## src/sv/hsfd_pkg.sv

```systemverilog
// hsfd_pkg: widths, constants and shared types of the Hermite segment sampler.
// No dependencies; used by hsfd_div and hermite_segment_forward_diff_core.
`timescale 1ns / 1ps

package hsfd_pkg;

    localparam int STEPS_W    = 6;
    localparam int COORD_W    = 32;
    localparam int COEF_W     = 38;
    localparam int EXTRA_BITS = 32;
    localparam int DIV_W      = 72;
    localparam int DIV_DIGIT  = 8;
    localparam int DIV_CYCLES = DIV_W / DIV_DIGIT;
    localparam int DIV_CNT_W  = $clog2(DIV_CYCLES + 1);
    localparam int ACC_W      = 80;
    localparam int IN_TDATA_W = 4 * COORD_W;
    localparam int IN_TUSER_W = 2;
    localparam int OUT_TDATA_W = ((COORD_W + STEPS_W + 7) / 8) * 8;

    localparam logic [STEPS_W-1:0] MAX_STEPS   = 6'd63;
    localparam logic [STEPS_W-1:0] STEPS_RESET = 6'd12;
    localparam logic [COORD_W-1:0] SAT_MAX     = 32'h7fff_ffff;
    localparam logic [COORD_W-1:0] SAT_MIN     = 32'h8000_0000;

    typedef struct packed {
        logic busy;
        logic done;
    } t_div_status;

endpackage

```

## src/sv/hermite_segment_forward_diff_core.sv

```systemverilog
// hermite_segment_forward_diff_core: Catmull-Rom / cubic Hermite segment sampler
// with forward differencing. Depends on hsfd_pkg and hsfd_div.
//
//  channel   dir  handshake             payload (low bit first)
//  s_axis    in   tvalid/tready         tdata: p_before, p_start, p_end, p_after
//                                       tuser: has_before, has_after
//  m_axis    out  tvalid/tready/tlast   tdata: sample_value, sample_index, 2'b0
//  cfg       in   i_cfg_valid/o_cfg_ready  i_cfg_data: steps
//
// One segment runs the setup states CALC1 and CALC2, then six passes through the
// byte-serial divider (a start, the divide and a result step each), a load of the
// forward differences, steps+1 emitted samples and a return to idle before the next
// transaction is taken. The divider sets the setup length; the emit phase runs one
// sample a cycle while m_axis is not stalled.
// Reset (synchronous, active low) sets steps to 12 and empties the output stage.
// A stalled m_axis holds the sample and pauses the emit phase.
`timescale 1ns / 1ps

module hermite_segment_forward_diff_core (
    input  logic                                i_clk,
    input  logic                                i_rst_n,
    input  logic                                s_axis_tvalid,
    output logic                                s_axis_tready,
    // p_before [31:0], p_start [63:32], p_end [95:64], p_after [127:96]
    input  logic [hsfd_pkg::IN_TDATA_W-1:0]     s_axis_tdata,
    // has_before [0], has_after [1]
    input  logic [hsfd_pkg::IN_TUSER_W-1:0]     s_axis_tuser,
    output logic                                m_axis_tvalid,
    input  logic                                m_axis_tready,
    // sample_value [31:0], sample_index [37:32], zero [39:38]
    output logic [hsfd_pkg::OUT_TDATA_W-1:0]    m_axis_tdata,
    output logic                                m_axis_tlast,
    input  logic                                i_cfg_valid,
    output logic                                o_cfg_ready,
    input  logic [hsfd_pkg::STEPS_W-1:0]        i_cfg_data
);

    typedef enum logic [2:0] {
        ST_IDLE,
        ST_CALC1,
        ST_CALC2,
        ST_DIV_START,
        ST_DIV_WAIT,
        ST_INIT,
        ST_EMIT
    } t_state;

    localparam int CW = hsfd_pkg::COEF_W;
    localparam int AW = hsfd_pkg::ACC_W;
    localparam int PW = hsfd_pkg::COORD_W;
    localparam int SW = hsfd_pkg::STEPS_W;

    t_state r_state;

    logic [SW-1:0]        r_steps;
    logic [SW-1:0]        r_s;
    logic [SW-1:0]        r_idx;
    logic signed [PW-1:0] r_p0, r_p1, r_p2, r_p3;
    logic                 r_hb, r_ha;
    logic signed [CW-1:0] r_span, r_n1, r_n2;
    logic signed [CW-1:0] r_a2, r_b2, r_c2;
    logic [1:0]           r_job;
    logic [1:0]           r_pass;
    logic [hsfd_pkg::DIV_W-1:0] r_num;
    logic signed [AW-1:0] r_ka, r_kb, r_kc;
    logic signed [AW-1:0] r_q0, r_q1, r_q2, r_q3;
    logic                 r_m_valid;
    logic [PW-1:0]        r_m_value;
    logic [SW-1:0]        r_m_index;
    logic                 r_m_last;

    logic [SW-1:0]        n_s;
    logic signed [CW-1:0] n_coef;
    logic [CW-1:0]        n_mag;
    logic                 n_neg;
    logic [hsfd_pkg::DIV_W-1:0] n_dividend;
    logic [hsfd_pkg::DIV_W-1:0] n_div_in;
    logic signed [AW-1:0] n_signed_q;
    logic signed [AW-1:0] n_q3;
    logic [AW-64:0]       n_top;
    logic                 n_fits;
    logic [PW-1:0]        n_sat;
    logic                 n_div_start;

    hsfd_pkg::t_div_status      w_div_status;
    logic [hsfd_pkg::DIV_W-1:0] w_quot;

    always_comb begin
        if (r_steps == '0) begin
            n_s = SW'(1);
        end else if (r_steps > hsfd_pkg::MAX_STEPS) begin
            n_s = hsfd_pkg::MAX_STEPS;
        end else begin
            n_s = r_steps;
        end
    end

    always_comb begin
        case (r_job)
            2'd0:    n_coef = r_c2;
            2'd1:    n_coef = r_b2;
            default: n_coef = r_a2;
        endcase
        n_neg      = n_coef[CW-1];
        n_mag      = n_neg ? CW'(-n_coef) : CW'(n_coef);
        n_dividend = hsfd_pkg::DIV_W'({n_mag, {(hsfd_pkg::EXTRA_BITS-1){1'b0}}});
        n_signed_q = n_neg ? -AW'(w_quot) : AW'(w_quot);
    end

    assign n_div_start = (r_state == ST_DIV_START);
    assign n_div_in    = (r_pass == r_job + 2'd1) ? n_dividend : r_num;
    assign n_q3        = (r_ka <<< 2) + (r_ka <<< 1);

    always_comb begin
        n_top  = r_q0[AW-1:63];
        n_fits = (&n_top) | ~(|n_top);
        if (n_fits) begin
            n_sat = r_q0[63:32];
        end else begin
            n_sat = r_q0[AW-1] ? hsfd_pkg::SAT_MIN : hsfd_pkg::SAT_MAX;
        end
    end

    hsfd_div u_div (
        .i_clk      (i_clk),
        .i_rst_n    (i_rst_n),
        .i_start    (n_div_start),
        .i_dividend (n_div_in),
        .i_divisor  (r_s),
        .o_status   (w_div_status),
        .o_quotient (w_quot)
    );

    always_ff @(posedge i_clk) begin
        if (!i_rst_n) begin
            r_state   <= ST_IDLE;
            r_steps   <= hsfd_pkg::STEPS_RESET;
            r_m_valid <= 1'b0;
            r_job     <= '0;
            r_pass    <= '0;
            r_idx     <= '0;
        end else begin
            if (m_axis_tready) begin
                r_m_valid <= 1'b0;
            end
            unique case (r_state)
                ST_IDLE: begin
                    if (i_cfg_valid) begin
                        r_steps <= i_cfg_data;
                    end
                    if (s_axis_tvalid) begin
                        r_p0    <= s_axis_tdata[PW-1:0];
                        r_p1    <= s_axis_tdata[2*PW-1:PW];
                        r_p2    <= s_axis_tdata[3*PW-1:2*PW];
                        r_p3    <= s_axis_tdata[4*PW-1:3*PW];
                        r_hb    <= s_axis_tuser[0];
                        r_ha    <= s_axis_tuser[1];
                        r_s     <= n_s;
                        r_state <= ST_CALC1;
                    end
                end
                ST_CALC1: begin
                    r_span <= CW'(r_p2) - CW'(r_p1);
                    r_n1   <= r_hb ? CW'(r_p2) - CW'(r_p0)
                                   : (CW'(r_p2) - CW'(r_p1)) <<< 1;
                    r_n2   <= r_ha ? CW'(r_p3) - CW'(r_p1)
                                   : (CW'(r_p2) - CW'(r_p1)) <<< 1;
                    r_state <= ST_CALC2;
                end
                ST_CALC2: begin
                    r_a2    <= r_n1 + r_n2 - (r_span <<< 2);
                    r_b2    <= (r_span <<< 2) + (r_span <<< 1) - (r_n1 <<< 1) - r_n2;
                    r_c2    <= r_n1;
                    r_job   <= 2'd0;
                    r_pass  <= 2'd1;
                    r_state <= ST_DIV_START;
                end
                ST_DIV_START: begin
                    r_state <= ST_DIV_WAIT;
                end
                ST_DIV_WAIT: begin
                    if (w_div_status.done) begin
                        if (r_pass == 2'd1) begin
                            case (r_job)
                                2'd0:    r_kc <= n_signed_q;
                                2'd1:    r_kb <= n_signed_q;
                                default: r_ka <= n_signed_q;
                            endcase
                            if (r_job == 2'd2) begin
                                r_state <= ST_INIT;
                            end else begin
                                r_job   <= r_job + 1'b1;
                                r_pass  <= r_job + 2'd2;
                                r_state <= ST_DIV_START;
                            end
                        end else begin
                            r_pass  <= r_pass - 1'b1;
                            r_num   <= w_quot;
                            r_state <= ST_DIV_START;
                        end
                    end
                end
                ST_INIT: begin
                    r_q0    <= AW'({r_p1, {hsfd_pkg::EXTRA_BITS{1'b0}}})
                               | {{(AW-PW-hsfd_pkg::EXTRA_BITS){r_p1[PW-1]}},
                                  {(PW+hsfd_pkg::EXTRA_BITS){1'b0}}};
                    r_q1    <= r_ka + r_kb + r_kc;
                    r_q2    <= n_q3 + (r_kb <<< 1);
                    r_q3    <= n_q3;
                    r_idx   <= '0;
                    r_state <= ST_EMIT;
                end
                ST_EMIT: begin
                    if (!r_m_valid || m_axis_tready) begin
                        r_m_valid <= 1'b1;
                        r_m_value <= n_sat;
                        r_m_index <= r_idx;
                        r_m_last  <= (r_idx == r_s);
                        r_q0      <= r_q0 + r_q1;
                        r_q1      <= r_q1 + r_q2;
                        r_q2      <= r_q2 + r_q3;
                        r_idx     <= r_idx + 1'b1;
                        if (r_idx == r_s) begin
                            r_state <= ST_IDLE;
                        end
                    end
                end
                default: begin
                    r_state <= ST_IDLE;
                end
            endcase
        end
    end

    assign s_axis_tready = (r_state == ST_IDLE);
    assign o_cfg_ready   = (r_state == ST_IDLE);
    assign m_axis_tvalid = r_m_valid;
    assign m_axis_tlast  = r_m_last;
    assign m_axis_tdata  = hsfd_pkg::OUT_TDATA_W'({r_m_index, r_m_value});

    a_div_done_in_wait: assert property (@(posedge i_clk) disable iff (!i_rst_n)
        w_div_status.done |-> (r_state == ST_DIV_WAIT))
        else $error("divider finished outside its wait state");

    a_idx_bound: assert property (@(posedge i_clk) disable iff (!i_rst_n)
        (r_state == ST_EMIT) |-> (r_idx <= r_s))
        else $error("sample index ran past the step count");

    a_steps_clamped: assert property (@(posedge i_clk) disable iff (!i_rst_n)
        (r_state != ST_IDLE) |-> (r_s != '0 && r_s <= hsfd_pkg::MAX_STEPS))
        else $error("effective step count out of range");

    a_accept_starts: assert property (@(posedge i_clk) disable iff (!i_rst_n)
        (s_axis_tvalid && s_axis_tready) |=> (r_state == ST_CALC1))
        else $error("accepted transaction did not start setup");

    a_div_idle_on_emit: assert property (@(posedge i_clk) disable iff (!i_rst_n)
        (r_state == ST_EMIT) |-> !w_div_status.busy)
        else $error("divider busy during emit");

endmodule

```

## src/sv/hsfd_div.sv

```systemverilog
// hsfd_div: unsigned divider of a wide magnitude by the 6-bit step count,
// one byte of quotient per cycle. Depends on hsfd_pkg.
`timescale 1ns / 1ps

module hsfd_div (
    input  logic                              i_clk,
    input  logic                              i_rst_n,
    input  logic                              i_start,
    input  logic [hsfd_pkg::DIV_W-1:0]        i_dividend,
    input  logic [hsfd_pkg::STEPS_W-1:0]      i_divisor,
    output hsfd_pkg::t_div_status             o_status,
    output logic [hsfd_pkg::DIV_W-1:0]        o_quotient
);

    logic [hsfd_pkg::DIV_W-1:0]     r_work;
    logic [hsfd_pkg::STEPS_W-1:0]   r_div;
    logic [hsfd_pkg::STEPS_W-1:0]   r_rem;
    logic [hsfd_pkg::DIV_CNT_W-1:0] r_cnt;
    logic                           r_busy;
    logic                           r_done;

    logic [hsfd_pkg::DIV_DIGIT-1:0] n_qbyte;
    logic [hsfd_pkg::STEPS_W-1:0]   n_rem;

    always_comb begin
        logic [hsfd_pkg::STEPS_W:0]   cur;
        logic [hsfd_pkg::STEPS_W-1:0] rem;
        rem     = r_rem;
        n_qbyte = '0;
        for (int k = 0; k < hsfd_pkg::DIV_DIGIT; k++) begin
            cur = {rem, r_work[hsfd_pkg::DIV_W-1-k]};
            if (cur >= {1'b0, r_div}) begin
                n_qbyte[hsfd_pkg::DIV_DIGIT-1-k] = 1'b1;
                rem = hsfd_pkg::STEPS_W'(cur - {1'b0, r_div});
            end else begin
                rem = cur[hsfd_pkg::STEPS_W-1:0];
            end
        end
        n_rem = rem;
    end

    always_ff @(posedge i_clk) begin
        if (!i_rst_n) begin
            r_busy <= 1'b0;
            r_done <= 1'b0;
            r_cnt  <= '0;
        end else begin
            r_done <= 1'b0;
            if (i_start) begin
                r_work <= i_dividend;
                r_div  <= i_divisor;
                r_rem  <= '0;
                r_cnt  <= hsfd_pkg::DIV_CNT_W'(hsfd_pkg::DIV_CYCLES);
                r_busy <= 1'b1;
            end else if (r_busy) begin
                r_work <= {r_work[hsfd_pkg::DIV_W-hsfd_pkg::DIV_DIGIT-1:0], n_qbyte};
                r_rem  <= n_rem;
                r_cnt  <= r_cnt - 1'b1;
                if (r_cnt == hsfd_pkg::DIV_CNT_W'(1)) begin
                    r_busy <= 1'b0;
                    r_done <= 1'b1;
                end
            end
        end
    end

    assign o_status.busy = r_busy;
    assign o_status.done = r_done;
    assign o_quotient    = r_work;

endmodule
```

## config.mk

```make
export PLATFORM = sky130hd
export DESIGN_NAME = hermite_segment_forward_diff_core
export DESIGN_NICKNAME = d
export VERILOG_FILES = /design/src/sv/hsfd_pkg.sv /design/src/sv/hermite_segment_forward_diff_core.sv /design/src/sv/hsfd_div.sv
export SDC_FILE = /design/constraint.sdc
export NUM_CORES = 2
export LEC_CHECK = 0
export BUFFER_PORTS_ARGS = -buffer_cell sky130_fd_sc_hd__buf_2
export CORE_MARGIN = 3
export CORE_UTILIZATION = 55
export CTS_CLUSTER_SIZE = 14
export DETAILED_ROUTE_END_ITERATION = 10
export HOLD_SLACK_MARGIN = 0.05
export PLACE_DENSITY_LB_ADDON = 0.2
export SYNTH_ARGS = -nofsm -noshare
export SYNTH_HDL_FRONTEND = slang
export SYNTH_HIERARCHICAL = 1
export SYNTH_SLANG_ARGS = --single-unit
```

## constraint.sdc

```tcl
create_clock -name i_clk -period 16.6 [get_ports i_clk]
set_input_delay 2.49 -clock i_clk [delete_from_list [all_inputs] [get_ports i_clk]]
set_output_delay 2.49 -clock i_clk [all_outputs]
set_load 0.03 [all_outputs]
```

Word level (Yosys, flattened, before mapping)

Cells that the tools add are included.
Widths: inputs -> output; s select.

Register bits after elaboration: 1,140
Memory bits (read-only): 0
Memories: 0
Latch bits: 0
Bits in writable memories: 0
Output and inout port bits: 44

Eq/ne operators: 19
Bitwise operators: 7
Div/mod/pow operators: 0
Muxes and demuxes: 60
$mul: 0
Reduce and logical (&&, ||, !) cells: 31
Add/sub/neg operators: 30
Magnitude comparators: 9
Shift operators: 0

Operator list:

| kind              | number |
|---|---|
| $add 80x80->80    | 7 |
| $pmux 80 s2       | 3 |
| $mux 80           | 4 |
| $mux 72           | 3 |
| $mux 38           | 3 |
| $sub 32x32->33    | 3 |
| $neg 72->80       | 1 |
| $or 64x80->80     | 1 |
| $pmux 38 s2       | 1 |
| $sub 38x38->38    | 2 |
| $mux 6            | 11 |
| $mux 32           | 2 |
| $ge 7x6->1        | 8 |
| $sub 6x6->6       | 8 |
| $add 38x38->38    | 1 |
| $neg 38->38       | 1 |
| $sub 38x35->38    | 1 |
| $add 35x34->36    | 1 |
| $pmux 3 s7        | 1 |
| $mux 3            | 6 |
| $reduce_and 17->1 | 1 |
| $reduce_or 17->1  | 1 |
| $mux 1            | 15 |
| $reduce_and 5->1  | 3 |
| 34 further kinds  | 68 |

Depth between registers and ports, before layout

Depth in word-level cells: 18
Gate-level depth with buffers: 72
Depth with buffers taken out: 70

Hierarchy

Netlist, hierarchy kept.

By module, submodules not included:

| module                            | cells each | area each (um^2) | times used |
|---|---|---|---|
| hermite_segment_forward_diff_core | 7,935      | 77,752.1         | 1 |
| hsfd_div                          | 578        | 6,670.1          | 1 |

Worst setup path before layout

Ideal clock, no wire load.

Path kind: register to register
From: reg u_div/r_div[1] (netlist bit)
To: reg u_div.r_work (netlist bit u_div/o_quotient[0]), data pin
Buffers on the path: 2
Cell stages (with the launch flop): 68
Arrival: 14.841 ns
Period minus slack after synthesis: 15.095 ns
Path slack: 1.505 ns
Required time: 16.346 ns
Path through: edfxtp_1 -> inv_1 -> ha_1 -> a21boi_1 -> o21a_4 -> mux2_2 -> ha_1 -> o21a_1 -> o31ai_1 -> a31oi_1 -> nor2_2 -> a21boi_0 -> ha_1 -> nand2b_1 -> a21oi_1 -> o22a_1 -> or3_1 -> dlymetal6s2s_1 -> (+32 left out) -> nor2b_1 -> o21ai_0 -> a21boi_0 -> o21ai_0 -> a31oi_1 -> a2111o_1 -> o2bb2ai_1 -> mux2i_4 -> and2_1 -> nor2_1 -> ha_1 -> a21o_1 -> a21o_1 -> a21o_2 -> a21o_1 -> a221o_1 -> or3_1 -> o21a_1

Cells in the longest elaborated chain, start to end: 18
Elaborated cells on any way between the ends: 25

Ends and longest elaborated chain:

| item                                             | line                           | source |
|---|---|---|
| start, declared                                  | hsfd_div.sv:16                 | `logic [hsfd_pkg::STEPS_W-1:0] r_div;` |
| start signal, assigned                           | hsfd_div.sv:51                 | `r_div <= i_divisor;` |
| $sub 6x6->6 / $ge 7x6->1 (equally long branches) | hsfd_div.sv:34, hsfd_div.sv:32 |  |
| $mux 6                                           | hsfd_div.sv:32                 | `if (cur >= {1'b0, r_div}) begin` |
| $sub 6x6->6 / $ge 7x6->1 (equally long branches) | hsfd_div.sv:34, hsfd_div.sv:32 |  |
| $mux 6                                           | hsfd_div.sv:32                 |  |
| $sub 6x6->6 / $ge 7x6->1 (equally long branches) | hsfd_div.sv:34, hsfd_div.sv:32 |  |
| $mux 6                                           | hsfd_div.sv:32                 |  |
| $sub 6x6->6 / $ge 7x6->1 (equally long branches) | hsfd_div.sv:34, hsfd_div.sv:32 |  |
| $mux 6                                           | hsfd_div.sv:32                 |  |
| (+2 left out)                                    | --                             |  |
| $ge 7x6->1 / $sub 6x6->6 (equally long branches) | hsfd_div.sv:32, hsfd_div.sv:34 |  |
| $mux 6                                           | hsfd_div.sv:32                 |  |
| $sub 6x6->6 / $ge 7x6->1 (equally long branches) | hsfd_div.sv:34, hsfd_div.sv:32 |  |
| $mux 6                                           | hsfd_div.sv:32                 |  |
| $ge 7x6->1 (*)                                   | hsfd_div.sv:32                 |  |
| $mux 1 (*)                                       | hsfd_div.sv:32                 |  |
| $mux 72 (*)                                      | hsfd_div.sv:55                 | `end else if (r_busy) begin` |
| $mux 72 (*)                                      | hsfd_div.sv:49                 | `if (i_start) begin` |
| end signal, assigned                             | hsfd_div.sv:50                 | `r_work <= i_dividend;` |
| end signal, assigned                             | hsfd_div.sv:56                 | `r_work <= {r_work[hsfd_pkg::DIV_W-hsfd_pkg::DIV_DIGIT-1:0], n_qbyte};` |
| end, declared                                    | hsfd_div.sv:15                 | `logic [hsfd_pkg::DIV_W-1:0] r_work;` |

Every way passes the cells marked *; elsewhere a longest branch is shown, timed or not. The select of a mux whose other input is x is not followed.
A chain may end at the register's enable or synchronous reset.

Final worst setup path

From: reg u_div/r_rem[1] (netlist bit)
To: reg u_div/r_rem[1] (netlist bit), data pin

Cells in the longest elaborated chain, start to end: 17
Elaborated cells on any way between the ends: 25

Ends and longest elaborated chain:

| item                                             | line                           | source |
|---|---|---|
| start, declared                                  | hsfd_div.sv:17                 | `logic [hsfd_pkg::STEPS_W-1:0] r_rem;` |
| start signal, assigned                           | hsfd_div.sv:57                 | `r_rem <= n_rem;` |
| $sub 6x6->6 / $ge 7x6->1 (equally long branches) | hsfd_div.sv:34, hsfd_div.sv:32 |  |
| $mux 6 (*)                                       | hsfd_div.sv:32                 |  |
| $sub 6x6->6 / $ge 7x6->1 (equally long branches) | hsfd_div.sv:34, hsfd_div.sv:32 |  |
| $mux 6 (*)                                       | hsfd_div.sv:32                 |  |
| $sub 6x6->6 / $ge 7x6->1 (equally long branches) | hsfd_div.sv:34, hsfd_div.sv:32 |  |
| $mux 6 (*)                                       | hsfd_div.sv:32                 |  |
| $sub 6x6->6 / $ge 7x6->1 (equally long branches) | hsfd_div.sv:34, hsfd_div.sv:32 |  |
| $mux 6 (*)                                       | hsfd_div.sv:32                 |  |
| $ge 7x6->1 / $sub 6x6->6 (equally long branches) | hsfd_div.sv:32, hsfd_div.sv:34 |  |
| $mux 6 (*)                                       | hsfd_div.sv:32                 |  |
| $sub 6x6->6 / $ge 7x6->1 (equally long branches) | hsfd_div.sv:34, hsfd_div.sv:32 |  |
| $mux 6 (*)                                       | hsfd_div.sv:32                 |  |
| $ge 7x6->1 / $sub 6x6->6 (equally long branches) | hsfd_div.sv:32, hsfd_div.sv:34 |  |
| $mux 6 (*)                                       | hsfd_div.sv:32                 |  |
| $sub 6x6->6 / $ge 7x6->1 (equally long branches) | hsfd_div.sv:34, hsfd_div.sv:32 |  |
| $mux 6 (*)                                       | hsfd_div.sv:32                 |  |
| $mux 6 (*)                                       | hsfd_div.sv:55                 |  |

Marked as above.

==> results.yml <==
worst_setup_path:
  cp_max_fo: 5
  cpMostUsedCell: "ha_1"
  rrSetupSlack_ns: 1.05
  critPathKind: "flop to flop"
  cp-start-kind: "flop"
  critPathMaxStageDelay_ns: 0.54
  cp.arrival_ns: 16.15
  slowest_stage: "or4b_4"
  regToRegStartpoint: "u_div/r_rem[1]$_SDFFCE_PP0P_"
  worstPathRequired_ns: 17.20
  setup.worst_path.start: "u_div/r_rem[1]$_SDFFCE_PP0P_"
  critPathCaptureType: "flop"
drt:
  detail-route-antenna-nets: 0
  vias: 66619
  firstDrtPassIters: 9
  via_per_inst: 6.15
  totalWireLength_mm: 247
  route.detailed.drc: 0
  post_drt_wl_per_cell_um: 22.8
  drt_iter0_drc: 5248
synthesis:
  synthCells: 8512
  synth_warnings: 6
  synth_area_um2: 84400
  postSynthAreaPerCell_um2: 9.92
cells_and_area:
  nets: 9741
  final_area_um2: 92500
  finish.utilization_pct: 60.7
  seq_area_um2: 33600
  area_growth_pct: 9.54
  multiInputGateArea_um2: 47800
  n_fill_cell: 12711
  drive_gt1_share_pct: 9.33
clocking:
  postCtsSetupBuffers: 0
  cts_resized: 0
  cts-root-buf: "clkbuf_16"
  cts_tree: "built"
  cts.sinks: 1126
  cts_hold_buffers: 0
  h-tree-depth: 4
  cts_max_path_buffers: 3
  path_clk_slew_ns: 0.06
  clk_latency_ns: 0.79
  cts_buffers: 131
sta:
  relSlewSlack_pct: 19.6
  min_period_ns: 15.55
  fmax_mhz: 64.3
  setup-violations-final: 0
  whs_ns: 0.447
  finalHoldViolations: 0
  tightest_slew_ns: 1.21
  slew_violations: 0
  period_share_pct: 93.7
  skew_ns: 0.0413
  fin_setup_tns_ns: 0
  rsz0062_at_grt: "false"
worst_hold_path:
  hold_path_class: "flop to flop"
  worstHoldStart: "r_n1[23]$_DFFE_PP_"
place:
  placement.io_buffers: 182
  hpwl_mm: 195
  gp_congestion: 1.02
  dpl_cell_area_um2: 88000
global_routing:
  grt_pass1_vias: 65376
  gr-total-overflow: 0
  grt_usage_pct: 30.8
  grt_pass1_wl_mm: 377
  antenna_found_initial: 11
  grt_max_degree: 138
floorplanning:
  io_pins: 185
  die_area_um2: 158000
  coreArea_um2: 152000
  start_util_pct: 55.4
  die_x_um: 398
  rows: 143
  die_h_um: 398
job:
  cap_violations: 0
outcome:
  status: "finished clean"
-- metrics by stage --
stage | cells | setup slack [ns]
detailed placement | 10604 | 0.844
global placement | 10604 | 0.780
CTS | 10839 | 0.757
floorplan | 8513 | 1.50
finish | 10841 | 1.05
global route | 10839 | 0.0288
-- final cells by class --
type | count | area share (%)
inverter | 524 | 2.13
tap | 2030 | 2.75
sequential | 1126 | 36.3
clock inverter | 79 | 0.977
antenna | 2 | 0.00541
timing repair buffer | 355 | 2.40
multi-input combinational | 6569 | 51.7
clock buffer | 156 | 3.76
-- flip-flops by register name, indices dropped and copies added, names as in the netlist, 79 cells and up --
name,cells
r_ka,80
r_kb,80
r_kc,80
r_q0,80
r_q1,80
r_q2,79
r_q3,79
-- metal layers --
layer	wire length [um]	share of wire, %	global-route usage (%)	up-vias
met5	15	0.0061	0	-
met4	13200	5.3	14.7	4
met3	15500	6.3	4.41	502
met2	117000	47	51.3	2275
met1	102000	41	39.5	32009
li1	-	-	-	31829
-- placed cells by master, fill, tap and decap left out, types with 295 or more instances in the layout --
| cell | count |
|---|---|
| xnor2_1 | 425 |
| edfxtp_1 | 1100 |
| nand2_1 | 677 |
| xor2_1 | 295 |
| ha_1 | 728 |
| a21oi_1 | 778 |
| o21ai_0 | 602 |
| a21o_1 | 389 |
| nor2_1 | 540 |
| inv_1 | 523 |
-- worst max-delay path: cells and delay by family (launching register included) --
kind	cells	cell delay, ns
flops	1	0.44
buf+inv	7	1.02
compound gates	35	6.72
mux	6	1.88
simple gates	13	2.95
fa+ha+maj	8	2.34
-- path summary, 6_finish.rpt --
check / endpoint / cells after the start
max: u_div/r_rem[1]$_SDFFCE_PP0P_ / 69
min: r_c2[23]$_DFFE_PP_ / 0
max reg2reg: u_div/r_rem[1]$_SDFFCE_PP0P_ / 69
min reg2reg: r_c2[23]$_DFFE_PP_ / 0
Power is not shown: default switching activity piles up to over one toggle a cycle in this logic, so the estimate is an artifact.
